`config.mk`:
```
export PLATFORM = sky130hd
export DESIGN_NAME = detector_message_unpacker_unit_flat
export DESIGN_NICKNAME = d
export VERILOG_FILES = /design/src/sv/dmu_pkg.sv /design/src/sv/dmu_in_if.sv /design/src/sv/dmu_out_if.sv /design/src/sv/dmu_parser.sv /design/src/sv/detector_message_unpacker_unit.sv /design/src/flat_wrapper.sv
export SDC_FILE = /design/constraint.sdc
export NUM_CORES = 1
export LEC_CHECK = 0
export BUFFER_PORTS_ARGS = -buffer_cell sky130_fd_sc_hd__buf_2
export CORE_MARGIN = 10
export CORE_UTILIZATION = 45
export CTS_BUF_LIST = sky130_fd_sc_hd__clkbuf_2
export DETAILED_ROUTE_END_ITERATION = 12
export PLACE_DENSITY_LB_ADDON = 0.05
export SLEW_MARGIN = 20
export SYNTH_ARGS = -nofsm -noshare
export SYNTH_HDL_FRONTEND = slang
export SYNTH_SLANG_ARGS = --single-unit
```
`constraint.sdc`:
```
create_clock -name clk_i -period 6.03 [get_ports clk_i]
set_clock_uncertainty 0.1 [all_clocks]
set_input_delay 1.206 -clock clk_i [delete_from_list [all_inputs] [get_ports clk_i]]
set_output_delay 1.206 -clock clk_i [all_outputs]
set_load 0.02 [all_outputs]
```
`src/sv/dmu_pkg.sv`:
```
// Package with constants, types and record decoding of the message unpacker.
`timescale 1ns / 1ps

package dmu_pkg;

  // Bytes skipped at the start of every slice.
  localparam int unsigned HEADER_SKIP = 16;
  // Default number of epoch table entries.
  localparam int unsigned SOURCE_SLOTS_DEF = 16;

  // Message type codes in the low three bits of the last message byte.
  localparam logic [2:0] KIND_HIT   = 3'd1;
  localparam logic [2:0] KIND_EPOCH = 3'd2;
  localparam logic [2:0] KIND_SYNC  = 3'd3;

  // Record kind codes on the output.
  localparam logic REC_HIT  = 1'b0;
  localparam logic REC_SYNC = 1'b1;

  // A complete message as seen by the parser on its last byte.
  typedef struct packed {
    logic        valid;
    logic [7:0]  b5;
    logic [39:0] body;
    logic [15:0] src;
    logic [15:0] equip;
  } msg_evt_t;

  // Decoded record without its epoch.
  typedef struct packed {
    logic        record_kind;
    logic [15:0] equip_out;
    logic [17:0] source_channel;
    logic [6:0]  channel_number;
    logic [13:0] time_stamp;
    logic [11:0] adc_value;
    logic        last_epoch_flag;
    logic        pileup_flag;
    logic        overflow_flag;
    logic [1:0]  sync_status;
    logic [23:0] sync_data;
  } rec_t;

  function automatic rec_t decode_record(msg_evt_t evt);
    rec_t       rec;
    logic [7:0] b0;
    logic [7:0] b1;
    logic [7:0] b2;
    logic [7:0] b3;
    logic [7:0] b4;
    logic [1:0] sub;
    b0  = evt.body[39:32];
    b1  = evt.body[31:24];
    b2  = evt.body[23:16];
    b3  = evt.body[15:8];
    b4  = evt.body[7:0];
    sub = evt.b5[7:6];
    rec = '0;
    rec.equip_out      = evt.equip;
    rec.source_channel = {evt.src, sub};
    if (evt.b5[2:0] == KIND_SYNC) begin
      rec.record_kind    = REC_SYNC;
      rec.channel_number = {5'd0, sub};
      rec.time_stamp     = {b3[5:0], b4};
      rec.sync_status    = b0[7:6];
      rec.sync_data      = {b0[5:0], b1, b2, b3[7:6]};
    end else begin
      rec.record_kind     = REC_HIT;
      rec.channel_number  = b2[7:1];
      rec.time_stamp      = {b2[0], b3, b4[7:3]};
      rec.adc_value       = {b0[4:0], b1[7:1]};
      rec.last_epoch_flag = b0[7];
      rec.pileup_flag     = b0[5];
      rec.overflow_flag   = b0[6];
    end
    return rec;
  endfunction

endpackage

```
`src/sv/dmu_in_if.sv`:
```
// Input channel of the message unpacker: one slice byte per request.
`timescale 1ns / 1ps

interface dmu_in_if;
  logic        valid;
  logic        ready;
  logic [7:0]  data_byte;
  logic        slice_start;
  logic [15:0] equipment_id;

  modport source (output valid, data_byte, slice_start, equipment_id, input ready);
  modport sink (input valid, data_byte, slice_start, equipment_id, output ready);
endinterface

```
`src/sv/dmu_out_if.sv`:
```
// Output channel of the message unpacker: one unpacked record per request.
`timescale 1ns / 1ps

interface dmu_out_if;
  logic        valid;
  logic        ready;
  logic        record_kind;
  logic [15:0] equip_out;
  logic [17:0] source_channel;
  logic [6:0]  channel_number;
  logic [31:0] epoch_value;
  logic [13:0] time_stamp;
  logic [11:0] adc_value;
  logic        last_epoch_flag;
  logic        pileup_flag;
  logic        overflow_flag;
  logic [1:0]  sync_status;
  logic [23:0] sync_data;

  modport source (
    output valid, record_kind, equip_out, source_channel, channel_number, epoch_value,
           time_stamp, adc_value, last_epoch_flag, pileup_flag, overflow_flag,
           sync_status, sync_data,
    input  ready
  );
  modport sink (
    input  valid, record_kind, equip_out, source_channel, channel_number, epoch_value,
           time_stamp, adc_value, last_epoch_flag, pileup_flag, overflow_flag,
           sync_status, sync_data,
    output ready
  );
endinterface

```
`src/sv/dmu_parser.sv`:
```
// Byte-level slice parser: header skip, packet headers, messages and padding.
`timescale 1ns / 1ps

module dmu_parser import dmu_pkg::*; (
  input  logic        clk_i,
  input  logic        rst_ni,
  input  logic        step_i,
  input  logic [7:0]  byte_i,
  input  logic        start_i,
  input  logic [15:0] equip_i,
  output msg_evt_t    evt_o,
  output logic        msg_last_o
);

  typedef enum logic [1:0] {
    PhSkip,
    PhHead,
    PhMsg,
    PhPad
  } phase_e;

  phase_e      phase_q, phase_d;
  logic [15:0] cnt_q, cnt_d;
  logic [9:0]  rem_q, rem_d;
  logic [2:0]  idx_q, idx_d;
  logic [15:0] src_q, src_d;
  logic [39:0] msg_q, msg_d;
  logic [15:0] off;
  logic [15:0] off_next;
  logic        pad_done;

  // The next byte completes a message unless a slice mark comes with it.
  assign msg_last_o = (phase_q == PhMsg) && (idx_q >= 3'd5);

  always_comb begin
    phase_d  = phase_q;
    rem_d    = rem_q;
    idx_d    = idx_q;
    src_d    = src_q;
    msg_d    = msg_q;
    off      = cnt_q;
    evt_o    = '0;

    // A slice mark drops whatever packet was in progress.
    if (start_i) begin
      phase_d = PhSkip;
      off     = '0;
      rem_d   = '0;
      idx_d   = '0;
    end
    if ((phase_d == PhSkip) && (off >= 16'(HEADER_SKIP))) begin
      phase_d = PhHead;
      idx_d   = '0;
    end

    off_next = off + 16'd1;
    pad_done = (off_next[2:0] == 3'd0);

    case (phase_d)
      PhHead: begin
        if (idx_d == 3'd0) begin
          rem_d = {1'b0, byte_i, 1'b0};
        end else if (idx_d == 3'd2) begin
          src_d[7:0] = byte_i;
        end else if (idx_d == 3'd3) begin
          src_d[15:8] = byte_i;
        end
        if (idx_d >= 3'd3) begin
          idx_d = '0;
          if (rem_d == '0) begin
            phase_d = pad_done ? PhHead : PhPad;
          end else begin
            phase_d = PhMsg;
          end
        end else begin
          idx_d = idx_d + 3'd1;
        end
      end
      PhMsg: begin
        if (idx_d >= 3'd5) begin
          evt_o.valid = step_i;
          evt_o.b5    = byte_i;
          evt_o.body  = msg_q;
          evt_o.src   = src_q;
          evt_o.equip = equip_i;
          idx_d       = '0;
        end else begin
          msg_d = {msg_q[31:0], byte_i};
          idx_d = idx_d + 3'd1;
        end
        // A partial message at the packet end is simply dropped here.
        rem_d = rem_d - 10'd1;
        if (rem_d == '0) begin
          idx_d   = '0;
          phase_d = pad_done ? PhHead : PhPad;
        end
      end
      PhPad: begin
        if (pad_done) begin
          phase_d = PhHead;
        end
        idx_d = '0;
      end
      default: begin
      end
    endcase

    cnt_d = off_next;
  end

  always_ff @(posedge clk_i or negedge rst_ni) begin
    if (!rst_ni) begin
      phase_q <= PhSkip;
      cnt_q   <= '0;
      rem_q   <= '0;
      idx_q   <= '0;
    end else if (step_i) begin
      phase_q <= phase_d;
      cnt_q   <= cnt_d;
      rem_q   <= rem_d;
      idx_q   <= idx_d;
    end
  end

  always_ff @(posedge clk_i) begin
    if (step_i) begin
      src_q <= src_d;
      msg_q <= msg_d;
    end
  end

endmodule

```
`src/sv/detector_message_unpacker_unit.sv`:
```
// Top level of the message unpacker: parser, epoch memory and record register.
`timescale 1ns / 1ps
// Throughput: one slice byte per cycle; while a finished record waits on the output,
//   only the byte that completes the next message is held until the record is taken.
// Record timing: a record is offered in the cycle after the last byte of its message is
//   accepted, through the registered read of the epoch memory.
// Reset: parser control and the output valid clear at once; then the epoch memory is
//   cleared one entry per cycle, all SOURCE_SLOTS of them, with the input ready held low.

module detector_message_unpacker_unit import dmu_pkg::*; #(
  parameter int unsigned SOURCE_SLOTS = SOURCE_SLOTS_DEF
) (
  input  logic      clk_i,
  input  logic      rst_ni,
  dmu_in_if.sink    req_i,
  dmu_out_if.source rec_o
);

  // The address is at least one bit wide so that a single-entry table still builds.
  localparam int unsigned AddrW = (SOURCE_SLOTS > 1) ? $clog2(SOURCE_SLOTS) : 1;

  msg_evt_t         evt;
  logic             msg_last;
  logic             step;
  logic             in_range;
  logic [AddrW-1:0] addr;
  logic             is_epoch;
  logic             is_rec;

  logic             clearing_q;
  logic [AddrW-1:0] clr_q;

  logic [31:0]      epoch_mem [SOURCE_SLOTS];
  logic [31:0]      rd_q;

  logic             out_valid_q;
  rec_t             rec_q;
  logic             in_range_q;

  // Only a byte that completes a message can load the record register, so only that
  // byte waits for the register to be free or drained. All other requests pass while
  // a record sits on the output.
  assign req_i.ready = !clearing_q && (!out_valid_q || rec_o.ready || !msg_last);
  assign step        = req_i.valid && req_i.ready;

  dmu_parser u_parser (
    .clk_i      (clk_i),
    .rst_ni     (rst_ni),
    .step_i     (step),
    .byte_i     (req_i.data_byte),
    .start_i    (req_i.slice_start),
    .equip_i    (req_i.equipment_id),
    .evt_o      (evt),
    .msg_last_o (msg_last)
  );

  // Sources beyond the table read epoch zero and never write it.
  assign in_range = ({1'b0, evt.src} < 17'(SOURCE_SLOTS));
  assign addr     = evt.src[AddrW-1:0];
  assign is_epoch = evt.valid && (evt.b5[2:0] == KIND_EPOCH);
  assign is_rec   = evt.valid && ((evt.b5[2:0] == KIND_HIT) || (evt.b5[2:0] == KIND_SYNC));

  // Epoch memory, one write port and one registered read port. An epoch update is
  // written on the last byte of its message; a hit or sync message of the same source
  // completes at least six accepted bytes later, so its read always sees the new value
  // and no forwarding path is needed.
  always_ff @(posedge clk_i) begin
    if (clearing_q) begin
      epoch_mem[clr_q] <= '0;
    end else if (is_epoch && in_range) begin
      epoch_mem[addr] <= evt.body[31:0];
    end
    if (is_rec) begin
      rd_q <= epoch_mem[addr];
    end
  end

  // Clearing pass after reset.
  always_ff @(posedge clk_i or negedge rst_ni) begin
    if (!rst_ni) begin
      clearing_q <= 1'b1;
      clr_q      <= '0;
    end else if (clearing_q) begin
      if (clr_q == AddrW'(SOURCE_SLOTS - 1)) begin
        clearing_q <= 1'b0;
      end else begin
        clr_q <= clr_q + AddrW'(1);
      end
    end
  end

  // Record register. The memory read data is held in rd_q until the next record is
  // loaded, which only happens once this one has been taken.
  always_ff @(posedge clk_i or negedge rst_ni) begin
    if (!rst_ni) begin
      out_valid_q <= 1'b0;
    end else if (is_rec) begin
      out_valid_q <= 1'b1;
    end else if (rec_o.ready) begin
      out_valid_q <= 1'b0;
    end
  end

  always_ff @(posedge clk_i) begin
    if (is_rec) begin
      rec_q      <= decode_record(evt);
      in_range_q <= in_range;
    end
  end

  assign rec_o.valid           = out_valid_q;
  assign rec_o.record_kind     = rec_q.record_kind;
  assign rec_o.equip_out       = rec_q.equip_out;
  assign rec_o.source_channel  = rec_q.source_channel;
  assign rec_o.channel_number  = rec_q.channel_number;
  assign rec_o.epoch_value     = in_range_q ? rd_q : 32'd0;
  assign rec_o.time_stamp      = rec_q.time_stamp;
  assign rec_o.adc_value       = rec_q.adc_value;
  assign rec_o.last_epoch_flag = rec_q.last_epoch_flag;
  assign rec_o.pileup_flag     = rec_q.pileup_flag;
  assign rec_o.overflow_flag   = rec_q.overflow_flag;
  assign rec_o.sync_status     = rec_q.sync_status;
  assign rec_o.sync_data       = rec_q.sync_data;

endmodule

```
`src/flat_wrapper.sv`:
```
// flat-port wrapper written by rule: the top's interface ports become plain ports
module detector_message_unpacker_unit_flat import dmu_pkg::*;
#(
  parameter int unsigned SOURCE_SLOTS = SOURCE_SLOTS_DEF
)
  (clk_i, rst_ni, req_i_valid, req_i_data_byte, req_i_slice_start, req_i_equipment_id, req_i_ready, rec_o_valid, rec_o_record_kind, rec_o_equip_out, rec_o_source_channel, rec_o_channel_number, rec_o_epoch_value, rec_o_time_stamp, rec_o_adc_value, rec_o_last_epoch_flag, rec_o_pileup_flag, rec_o_overflow_flag, rec_o_sync_status, rec_o_sync_data, rec_o_ready);
  dmu_in_if req_i_i ();
  dmu_out_if rec_o_i ();
  input  logic clk_i;
  input  logic rst_ni;
  input wire logic [$bits(req_i_i.valid)-1:0] req_i_valid;
  input wire logic [$bits(req_i_i.data_byte)-1:0] req_i_data_byte;
  input wire logic [$bits(req_i_i.slice_start)-1:0] req_i_slice_start;
  input wire logic [$bits(req_i_i.equipment_id)-1:0] req_i_equipment_id;
  output wire logic [$bits(req_i_i.ready)-1:0] req_i_ready;
  output wire logic [$bits(rec_o_i.valid)-1:0] rec_o_valid;
  output wire logic [$bits(rec_o_i.record_kind)-1:0] rec_o_record_kind;
  output wire logic [$bits(rec_o_i.equip_out)-1:0] rec_o_equip_out;
  output wire logic [$bits(rec_o_i.source_channel)-1:0] rec_o_source_channel;
  output wire logic [$bits(rec_o_i.channel_number)-1:0] rec_o_channel_number;
  output wire logic [$bits(rec_o_i.epoch_value)-1:0] rec_o_epoch_value;
  output wire logic [$bits(rec_o_i.time_stamp)-1:0] rec_o_time_stamp;
  output wire logic [$bits(rec_o_i.adc_value)-1:0] rec_o_adc_value;
  output wire logic [$bits(rec_o_i.last_epoch_flag)-1:0] rec_o_last_epoch_flag;
  output wire logic [$bits(rec_o_i.pileup_flag)-1:0] rec_o_pileup_flag;
  output wire logic [$bits(rec_o_i.overflow_flag)-1:0] rec_o_overflow_flag;
  output wire logic [$bits(rec_o_i.sync_status)-1:0] rec_o_sync_status;
  output wire logic [$bits(rec_o_i.sync_data)-1:0] rec_o_sync_data;
  input wire logic [$bits(rec_o_i.ready)-1:0] rec_o_ready;
  assign req_i_i.valid = req_i_valid;
  assign req_i_i.data_byte = req_i_data_byte;
  assign req_i_i.slice_start = req_i_slice_start;
  assign req_i_i.equipment_id = req_i_equipment_id;
  assign req_i_ready = req_i_i.ready;
  assign rec_o_valid = rec_o_i.valid;
  assign rec_o_record_kind = rec_o_i.record_kind;
  assign rec_o_equip_out = rec_o_i.equip_out;
  assign rec_o_source_channel = rec_o_i.source_channel;
  assign rec_o_channel_number = rec_o_i.channel_number;
  assign rec_o_epoch_value = rec_o_i.epoch_value;
  assign rec_o_time_stamp = rec_o_i.time_stamp;
  assign rec_o_adc_value = rec_o_i.adc_value;
  assign rec_o_last_epoch_flag = rec_o_i.last_epoch_flag;
  assign rec_o_pileup_flag = rec_o_i.pileup_flag;
  assign rec_o_overflow_flag = rec_o_i.overflow_flag;
  assign rec_o_sync_status = rec_o_i.sync_status;
  assign rec_o_sync_data = rec_o_i.sync_data;
  assign rec_o_i.ready = rec_o_ready;
  detector_message_unpacker_unit #(.SOURCE_SLOTS(SOURCE_SLOTS)) u_core (.clk_i(clk_i), .rst_ni(rst_ni), .req_i(req_i_i), .rec_o(rec_o_i));
endmodule
```
After elaboration in Yosys (flattened, before gate mapping)
Memory sizes are Yosys's and may differ from the RTL's. A register that Yosys moved wholly into a read port is not among the register bits.
Index checks and enable logic that the tools add are counted.
Word-level totals
  register bits: 191
  bits in writable memories: 512
  bits of input ports: 29
  word-level logic and storage cells: 108
  memories: 1
Operators by class
  add/subtract/negate cells: 4
  order comparisons: 5
  eq/ne operators: 10
  multiplexer cells: 36
  bitwise gates (word level): 4
  reductions and logical operators: 25
Memory list
  u_core.epoch_mem: depth 16, bits a word 32, read ports 1, clocked after memory_dff 1, wr ports 1, RTL line detector_message_unpacker_unit.sv:33  | logic [31:0] epoch_mem [SOURCE_SLOTS];
Operators with widths (count)
  2-to-1 mux 81 bit: 2
  2-to-1 mux 32 bit: 2
  2-to-1 mux 16 bit: 2
  OR reduction 32 bit: 1
  2-to-1 mux 10 bit: 3
  zero test 10 bit: 2
  one-hot mux 10 bit (2 select lines): 1
  adder 16 x 1 -> 16 bit (second input constant): 1
  greater-or-equal comparator 16 x 5 -> 1 bit (second input constant): 1
  less-than comparator 16 x 5 -> 1 bit (second input constant): 1
  2-to-1 mux 3 bit: 5
  2-to-1 mux 2 bit: 7
  equality test 3 x 2 -> 1 bit (second input constant): 4
  2-to-1 mux 1 bit: 11
  subtractor 10 x 1 -> 10 bit (second input constant): 1
  one-hot mux 3 bit (3 select lines): 1
  logical AND 1 bit: 7
  equality test 2 bit (second input constant): 3
  greater-or-equal comparator 3 bit (second input constant): 2
  zero test 3 bit: 2
  one-hot mux 2 bit (3 select lines): 1
  AND reduction 5 bit: 1
  adder 4 x 1 -> 4 bit (second input constant): 1
  equality test 4 bit (second input constant): 1
  13 further kinds: 21

Logic depth before layout (Yosys ltp)
Gate-level depths: netlist of the first run.
  word-level depth: 16
  mapped depth: 15

Cells and area by module
Synthesis of the first run repeated with hierarchy kept, for this count alone.
Second synthesis, totals
  cell total of the unflattened synthesis: 1585
  area total of the unflattened synthesis: 29231.8 um2
Modules (own cells, without submodules)
  detector_message_unpacker_unit: times used 1, cells an instance 1138, area an instance 24559.8 um2, seq. area each 19429.9 um2
  dmu_parser: times used 1, cells an instance 447, area an instance 4672.0 um2, seq. area each 2457.4 um2

Worst setup path after synthesis of the first run
Ideal clock, no wire load.
  path type: input to register
  start point: in req_i_slice_start
  end point: reg u_core.in_range_q (enable)
  setup time: 0.507 ns
  data arrival time: 5.309 ns
  required time: 5.423 ns
  slack: 0.115 ns
  cell stages on the path: 8
  buffers on the path: 1
  cell sequence: clkbuf_1 a21oi_1 nand2_1 inv_1 ha_1 o2111ai_1 nor2_1 and3_1
Between the ends
  word-level cells in the longest chain between the ends: 10
  elaborated cells on any way between the ends: 16
  those cells by class: order compare: 2; eq/ne: 3; mux: 7; reduce/logical: 4
RTL lines
  from (decl): RTL line flat_wrapper.sv:13  | input wire logic [$bits(req_i_i.slice_start)-1:0] req_i_slice_start;
  2-to-1 mux 16 bit / 2-to-1 mux 2 bit (equally long branches): RTL line dmu_parser.sv:45  | if (start_i) begin
  greater-or-equal comparator 16 x 5 -> 1 bit / zero test 2 bit (equally long branches): RTL line dmu_parser.sv:51  | if ((phase_d == PhSkip) && (off >= 16'(HEADER_SKIP))) begin
  logical AND 1 bit: RTL line dmu_parser.sv:51
  2-to-1 mux 3 bit: RTL line dmu_parser.sv:51
  greater-or-equal comparator 3 bit: RTL line dmu_parser.sv:80  | if (idx_d >= 3'd5) begin
  2-to-1 mux 81 bit: RTL line dmu_parser.sv:80
  2-to-1 mux 81 bit *: RTL line dmu_parser.sv:59  | case (phase_d)
  equality test 3 x 1 -> 1 bit / equality test 3 x 2 -> 1 bit (equally long branches): RTL line detector_message_unpacker_unit.sv:61  | assign is_rec = evt.valid && ((evt.b5[2:0] == KIND_HIT) || (evt.b5[2:0] == KIND_SYNC));
  logical OR 1 bit: RTL line detector_message_unpacker_unit.sv:61
  logical AND 1 bit *: RTL line detector_message_unpacker_unit.sv:61
  named net u_core.is_rec: RTL line detector_message_unpacker_unit.sv:28  | logic is_rec;
  to (signal assigned): RTL line detector_message_unpacker_unit.sv:107  | in_range_q <= in_range;
  to (decl): RTL line detector_message_unpacker_unit.sv:38  | logic in_range_q;
The timed path passes the listed nets; every way through them passes the cells marked *.
A chain may end at the register's enable or synchronous reset.

==> results of run 1 <==
==> area by class of cell <==
class,count,share of cell area (%)
antenna,2,0.0147
inverter,21,0.243
clock buffer,280,4.13
multi-input combinational,1123,22.3
tap,864,3.18
clock inverter,49,0.906
sequential,735,64.4
timing repair buffer,249,4.82
==> through the flow <==
stage	utilization, %	power [mW]	hold slack, ns
2_1_floorplan	-	5.93	0.332
3_3_place_gp	48.6	6.01	0.366
3_5_place_dp	48.6	6.02	0.381
4_1_cts	51.6	9.44	0.132
5_1_grt	51.6	9.74	0.208
6_report	51.6	9.32	0.345
==> worst register-to-register path, cell delays in order, from the launching register on <==
cell	delay, ns
dfrtp_1	0.44
nor4_1	0.35
nand4_1	0.34
a21oi_1	0.36
nand2_1	0.15
inv_1	0.10
ha_1	0.26
o2111a_4	0.41
buf_4	0.58
nand2_2	0.20
inv_1	0.14
a31oi_1	0.16
nor2_4	0.55
buf_4	0.43
==> synth_stat cells (2+ instances only) <==
cell type and instances:
edfxtp_1 698, a21oi_1 173, o21ai_0 144, and2_1 124
nand2_1 113, clkbuf_1 111, mux2i_1 109, mux2_2 97
and3_1 58, nand3_1 58, nor2_1 42, dfrtp_1 36
a221oi_1 32, o221ai_1 32, inv_1 18, nor3_1 18
buf_1 12, buf_2 12, ha_1 11, a31oi_1 10
nor4_1 10, o21ai_1 10, nor2b_1 8, a22o_1 7
o22ai_1 6, nand4_1 5, xnor2_1 5, xor2_1 5
nor3b_1 4, inv_2 3, nand4b_1 3, o211ai_1 3
or3_1 3, a21o_1 2, a311oi_1 2, nand2b_1 2
nor4b_1 2, o21a_1 2, or2_2 2
==> where the power goes <==
part | total, mW | internal [mW] | leakage, nW | switching [mW]
Combinational | 0.319 | 0.132 | 3.98 | 0.188
Sequential | 5.60 | 5.54 | 5.39 | 0.0651
Clock | 3.40 | 1.37 | 1.30 | 2.03
Total | 9.32 | 7.04 | 10.7 | 2.28
==> logic make-up (layout without fill, tap and decap cells) <==
kind of cell    after synthesis  after routing  synth area share [%]
fa+ha+maj                    11             11                 0.460
simple gates                457            457                  8.04
flops                       735            735                  73.2
mux                         206            206                  7.30
compound gates              439            439                  8.64
buf+inv                     158            599                  2.07
other cells                   0              2                     0
xor+xnor                     10             10                 0.293
==> per-layer routing <==
metal | track usage (%) | share of wire [%] | vias up
met5 | 0 | 0 | -
li1 | - | - | 8465
met1 | 26.9 | 43 | 9241
met3 | 5.84 | 7.8 | 106
met2 | 31.9 | 47 | 669
met4 | 6.56 | 1.8 | 0
==> state kept, by name, indices dropped and copies added (netlist names), 2 cells and up <==
| name | flops |
|---|---|
| u_core.epoch_mem | 512 |
| u_core.u_parser.msg_q | 40 |
| u_core.rd_q | 32 |
| u_core.rec_o.sync_data | 24 |
| u_core.rec_o.source_channel | 18 |
| u_core.rec_o.equip_out | 16 |
| u_core.u_parser.cnt_q | 16 |
| u_core.u_parser.src_q | 16 |
| u_core.rec_o.time_stamp | 14 |
| u_core.rec_o.adc_value | 12 |
| u_core.u_parser.rem_q | 10 |
| u_core.rec_o.channel_number | 7 |
| u_core.clr_q | 4 |
| u_core.u_parser.idx_q | 3 |
| u_core.rec_o.sync_status | 2 |
| u_core.u_parser.phase_q | 2 |
==> how the worst min path moves through the flow <==
stage	to	slack, ns	cells after the start
6_report	u_core.u_parser.cnt_q[9]	0.34	3
5_1_grt	u_core.u_parser.cnt_q[3]	0.21	3
4_1_cts	u_core.u_parser.cnt_q[3]	0.13	3
3_5_place_dp	u_core.u_parser.msg_q[8]	0.38	0
3_3_place_gp	u_core.u_parser.msg_q[32]	0.37	0
2_1_floorplan	u_core.u_parser.msg_q[32]	0.33	0
==> what timing repair did <==
action                    4_1_cts  5_1_grt
resized for setup               0        0
hold endpoints to repair       78        0
hold buffers                   26        0
==> impl_metrics.toml, run 1 <==
[status]
status = "complete, no violations"

[synthesis]
synthCells = 2016
seq_area_frac_synth_pct = 73.2
yosys_warnings = 0
async_flop_share_pct = 5.03
synthesis.area_um2 = 29900
netlist.top_cell.by_area = "edfxtp_1"
yosysUniqueCellTypes = 63
ys_top_cells_by_area = "edfxtp_1 70%, mux2_2 3.7%, mux2i_1 3.6%"
syn_nets = 2056
synth_seq_cells = 735
ys.flop_type = "edfxtp_1"
synth-edff-count = 698
avgSynthCellArea_um2 = 14.8
synth_top_area_share_pct = 70.1

[critical_path]
critPathCaptureType = "register"
setup.worst_path.end = "u_core.epoch_mem[7][23]"
reg2reg_slack_ns = 1.10
cpPeakStageDelay_ns = 0.57
worstPathMaxFanout = 68
critPathArrivalTime_ns = 5.79
worstSetupPathType = "register to register"
crit_slowest_cell = "buf_4"
path_cells = "nor4_1, nand4_1, a21oi_1, nand2_1, inv_1, ha_1, o2111a_4, buf_4, nand2_2, inv_1, a31oi_1, nor2_4, buf_4"
path_buf_inv = 4
timing.rr.end = "u_core.epoch_mem[7][23]"
path_delay_family = "simple AND/OR/NAND/NOR gates"
r2r-start = "u_core.u_parser.cnt_q[13]"
crit_start = "u_core.u_parser.cnt_q[13]"
crit_cells = 13
worst_r2r_path_depth = 13
required_ns = 6.89
start_kind = "register"

[clock_tree]
h-tree-depth = 4
ctsLongestPathBuffers = 3
postCtsSetupBuffers = 0
insertion_delay_ns = 1.35
cts_buffers = 187
clkTransAtPathRegs_ns = 0.09
clkSinkCount = 735
cts_tree = "done"
clock-root-buffer = "clkbuf_2"

[power]
cellPowerDensity_nw_per_um2 = 274
peakVddDrop_v = 0.000157
p_leak_nw = 10.7

[timing]
hold_viol = 0
max-slew-margin-rel_pct = 30.1
slew_violations = 0
setup_ws_ns = 1.10
fin_crit_sh_pct = 81.7
rsz0062_at_grt = "no"
tightest_slew_ns = 1.04
setup_viol = 0
max_clock_freq_ghz = 0.203
fin_tns_setup_ns = 0
fin_crit_ns = 4.93

[flow_run]
drv_cap = 0

[layout]
syn2layout_area_growth_pct = 13.6
multi_input_area_um2 = 7560
final_cell_mix = "698 x edfxtp_1, 280 x clkbuf_2, 173 x a21oi_1"
final_layout_size_suffix_gt1_share_pct = 26.4
final_common_cell = "edfxtp_1"
nets = 2357
nFillCells = 5646
regArea_um2 = 21900
final_area_um2 = 34000
final_cell_count_no_fill = 3323

[route]
vias = 18500
drc = 0
wirelength_mm = 79.6
drt-pass1-iter-count = 5
first_iter_violations = 1579
vias_per_cell = 5.56
ant_nets = 0
wl_per_cell_um = 24.0

[hold_path]
min_from = "req_i_slice_start"
hold_class = "input port to register"

[floorplan]
rows = 94
die_h_um = 278
start_util_pct = 45.4
io_pins = 160
die_area_um2 = 77200
core_area_um2 = 65900
die_w_um = 278

[global_route]
grt_pass1_vias = 18800
grt_first_pass_wirelength_mm = 119
grt_max_degree = 194
grtUsageTotal_pct = 20.3
overflow = 0
antenna_found_initial = 7

[placement]
placed_cells = 2966
preCtsSetupSlack_ns = 0.967
place_area_um2 = 32000
place_congestion = 0.778
place.port_buffers = 159
dp_hpwl_mm = 44.3
Note: power is estimated with default switching activity, not from simulation.
==> inputs of run 2 (changes only) <==
ABC_AREA = 1   (was not set)
clock period = 4 ns   (was 6.03 ns; I/O delays follow)
==> impl_metrics.toml, run 2 <==
[layout]
largest_reg_flops = 512
final_cell_mix = "698 x edfxtp_1, 483 x nor2_1, 299 x o21ai_0"
final_common_cell = "edfxtp_1"
top_regs = "u_core.epoch_mem (512), u_core.u_parser.msg_q (40), u_core.rd_q (32)"
syn2layout_area_growth_pct = 20.1
final_layout_size_suffix_gt1_share_pct = 23.4
top_register = "u_core.epoch_mem"
nets = 2896

[synthesis]
synth-simple-area-share_pct = 12.4
yosysUniqueCellTypes = 44
ys_top_cells_by_area = "edfxtp_1 70%, nor2_1 6.3%, o21ai_0 5.0%"
async_flop_share_pct = 5.03
synthAdderAreaFrac_pct = 0.461
netlist.top_cell.by_area = "edfxtp_1"
ys_top_cells_by_count = "698 x edfxtp_1, 501 x nor2_1, 300 x o21ai_0"
synth_seq_cells = 735
synth-compound-area-share_pct = 9.09
synth_top_family_by_area = "simple AND/OR/NAND/NOR gates"
syn_nets = 2466
synth_top_area_share_pct = 70.2
synth_xor_area_share_pct = 0.675
synthMuxAreaShare_pct = 0
ys.flop_type = "edfxtp_1"
synth-edff-count = 698
synth.most_common_cell = "edfxtp_1"
yosys_warnings = 0
synthCells = 2426
seq_area_frac_synth_pct = 73.3
avgSynthCellArea_um2 = 12.3
synthesis.area_um2 = 29900

[placement]
preCtsSetupSlack_ns = -0.256
place.port_buffers = 159
dp_hpwl_mm = 50.7
place_congestion = 0.827

[floorplan]
io_pins = 160
rows = 94
die_w_um = 278
start_util_pct = 45.4
die_area_um2 = 77100
die_h_um = 278
core_area_um2 = 65700

[critical_path]
required_ns = 4.95
start_kind = "register"
worstSetupPathType = "register to register"
worstPathMaxFanout = 9
critPathArrivalTime_ns = 4.61
critPathCaptureType = "register"

[clock_tree]
h-tree-depth = 4
cts_buffers = 186
clkSinkCount = 735
clock-root-buffer = "clkbuf_2"
cts_tree = "done"
insertion_delay_ns = 1.39
ctsLongestPathBuffers = 3
clkTransAtPathRegs_ns = 0.10

[global_route]
grt_pass1_vias = 20700
overflow = 0
grt_max_degree = 82
antenna_found_initial = 2
grt_first_pass_wirelength_mm = 126
grtUsageTotal_pct = 21.3

[route]
drc = 0
drt-pass1-iter-count = 5
vias_per_cell = 5.26
ant_nets = 0
wl_per_cell_um = 21.5
wirelength_mm = 83.1
first_iter_violations = 1661
vias = 20400

[timing]
max_clock_freq_ghz = 0.274
hold_viol = 0
fin_crit_sh_pct = 91.3
fin_crit_ns = 3.65
max-slew-margin-rel_pct = 33.7
setup_viol = 0
setup_ws_ns = 0.349
fin_tns_setup_ns = 0
rsz0062_at_grt = "no"
slew_violations = 0
tightest_slew_ns = 0.989

[hold_path]
hold_class = "input port to register"

[status]
status = "complete, no violations"

[power]
p_leak_nw = 13.3
peakVddDrop_v = 0.000227
cellPowerDensity_nw_per_um2 = 380

[flow_run]
drv_cap = 0
-- run 2: cell types whose count changed after synthesis, sizes merged, moves of 32 or more --
| cell | delta |
|---|---|
| nor2 | +462 |
| a21oi | -167 |
| o21ai | +149 |
| inv | +142 |
| and2 | -125 |
| o211ai | +124 |
| nand2 | +117 |
| mux2i | -109 |
| mux2 | -97 |
| nand3 | +59 |
| and3 | -58 |
| a221oi | -32 |
-- run 2: layout make-up --
class                           instances  area [um^2]
Fill cell                            5679        29900
Sequential cell                       735        21900
Multi-Input combinational cell       1388         7070
Timing Repair Buffer                  380         3450
Clock buffer                          264         1320
Tap cell                              864         1080
Inverter                              165          642
Clock inverter                         71          417
Antenna cell                            3         7.51
-- run 2: through the flow --
stage	hold slack (ns)	utilization [%]	instances	cell area (um^2)	total power, mW
3_3_place_gp	0.350	51.2	3485	33600	8.65
3_5_place_dp	0.344	51.2	3485	33600	8.65
2_1_floorplan	0.326	-	2426	30200	8.59
4_1_cts	0.000408	54.5	3867	35900	13.8
6_report	0.159	54.6	3870	35900	13.6
5_1_grt	0.0257	54.6	3869	35900	14.2
-- run 2: worst max-delay path, cell delays in order (launching register included) --
cell     delay, ns
dfrtp_1       0.43
nand2_1       0.09
nand2_1       0.06
nor2_1        0.13
nand3_1       0.12
nand2_2       0.11
inv_2         0.05
nor3_4        0.17
ha_2          0.23
buf_4         0.12
nand3_2       0.07
nand2_2       0.14
nand3_1       0.08
nor3_1        0.26
buf_4         0.17
nand3_1       0.07
nand2_1       0.24
nand2_1       0.21
nor2_4        0.27
buf_4         0.23
-- run 2: cell families (layout without fill, tap and decap cells) --
kind of cell / after synthesis / in the layout
adders and majority gates: 11 / 11
xor gates and xnor gates: 23 / 23
DFF: 735 / 735
AOI/OAI and AO/OA: 461 / 461
buffers and inverters: 303 / 880
other: 0 / 3
and+or+nand+nor: 893 / 893
-- run 2: worst paths after layout --
path                                           startpoint                   endpoint  slack, ns  cells after the start
worst min-delay path                req_i_equipment_id[1]  u_core.rec_o.equip_out[1]       0.16                      4
max in group asynchronous                          rst_ni   u_core.u_parser.rem_q[3]       3.07                      4
worst max register to register  u_core.u_parser.cnt_q[13]   u_core.epoch_mem[12][31]       0.35                     19
min in group asynchronous                          rst_ni          u_core.clearing_q       0.43                      3
worst min register to register  u_core.u_parser.msg_q[24]  u_core.u_parser.msg_q[32]       0.37                      0
worst max-delay path            u_core.u_parser.cnt_q[13]   u_core.epoch_mem[12][31]       0.35                     19
-- run 2: power breakdown --
part	switching [mW]	internal (mW)	leakage, nW	total (mW)
Combinational	0.111	0.0834	5.78	0.194
Sequential	0.0120	8.31	6.19	8.32
Clock	3.10	2.02	1.28	5.11
Total	3.22	10.4	13.3	13.6
-- run 2: timing repair --
action / CTS / global route
setup buffers: 0 / 0
endpoints found under the hold margin: 126 / 0
resized for setup: 0 / 0
hold buffers: 47 / 0
-- run 2: layer usage --
layer,vias up,track usage (%),routed length (um)
met2,728,33.3,38800
li1,9581,-,-
met3,114,4.83,5470
met1,9951,28.9,37100
met5,-,0,0
met4,0,7.44,1710
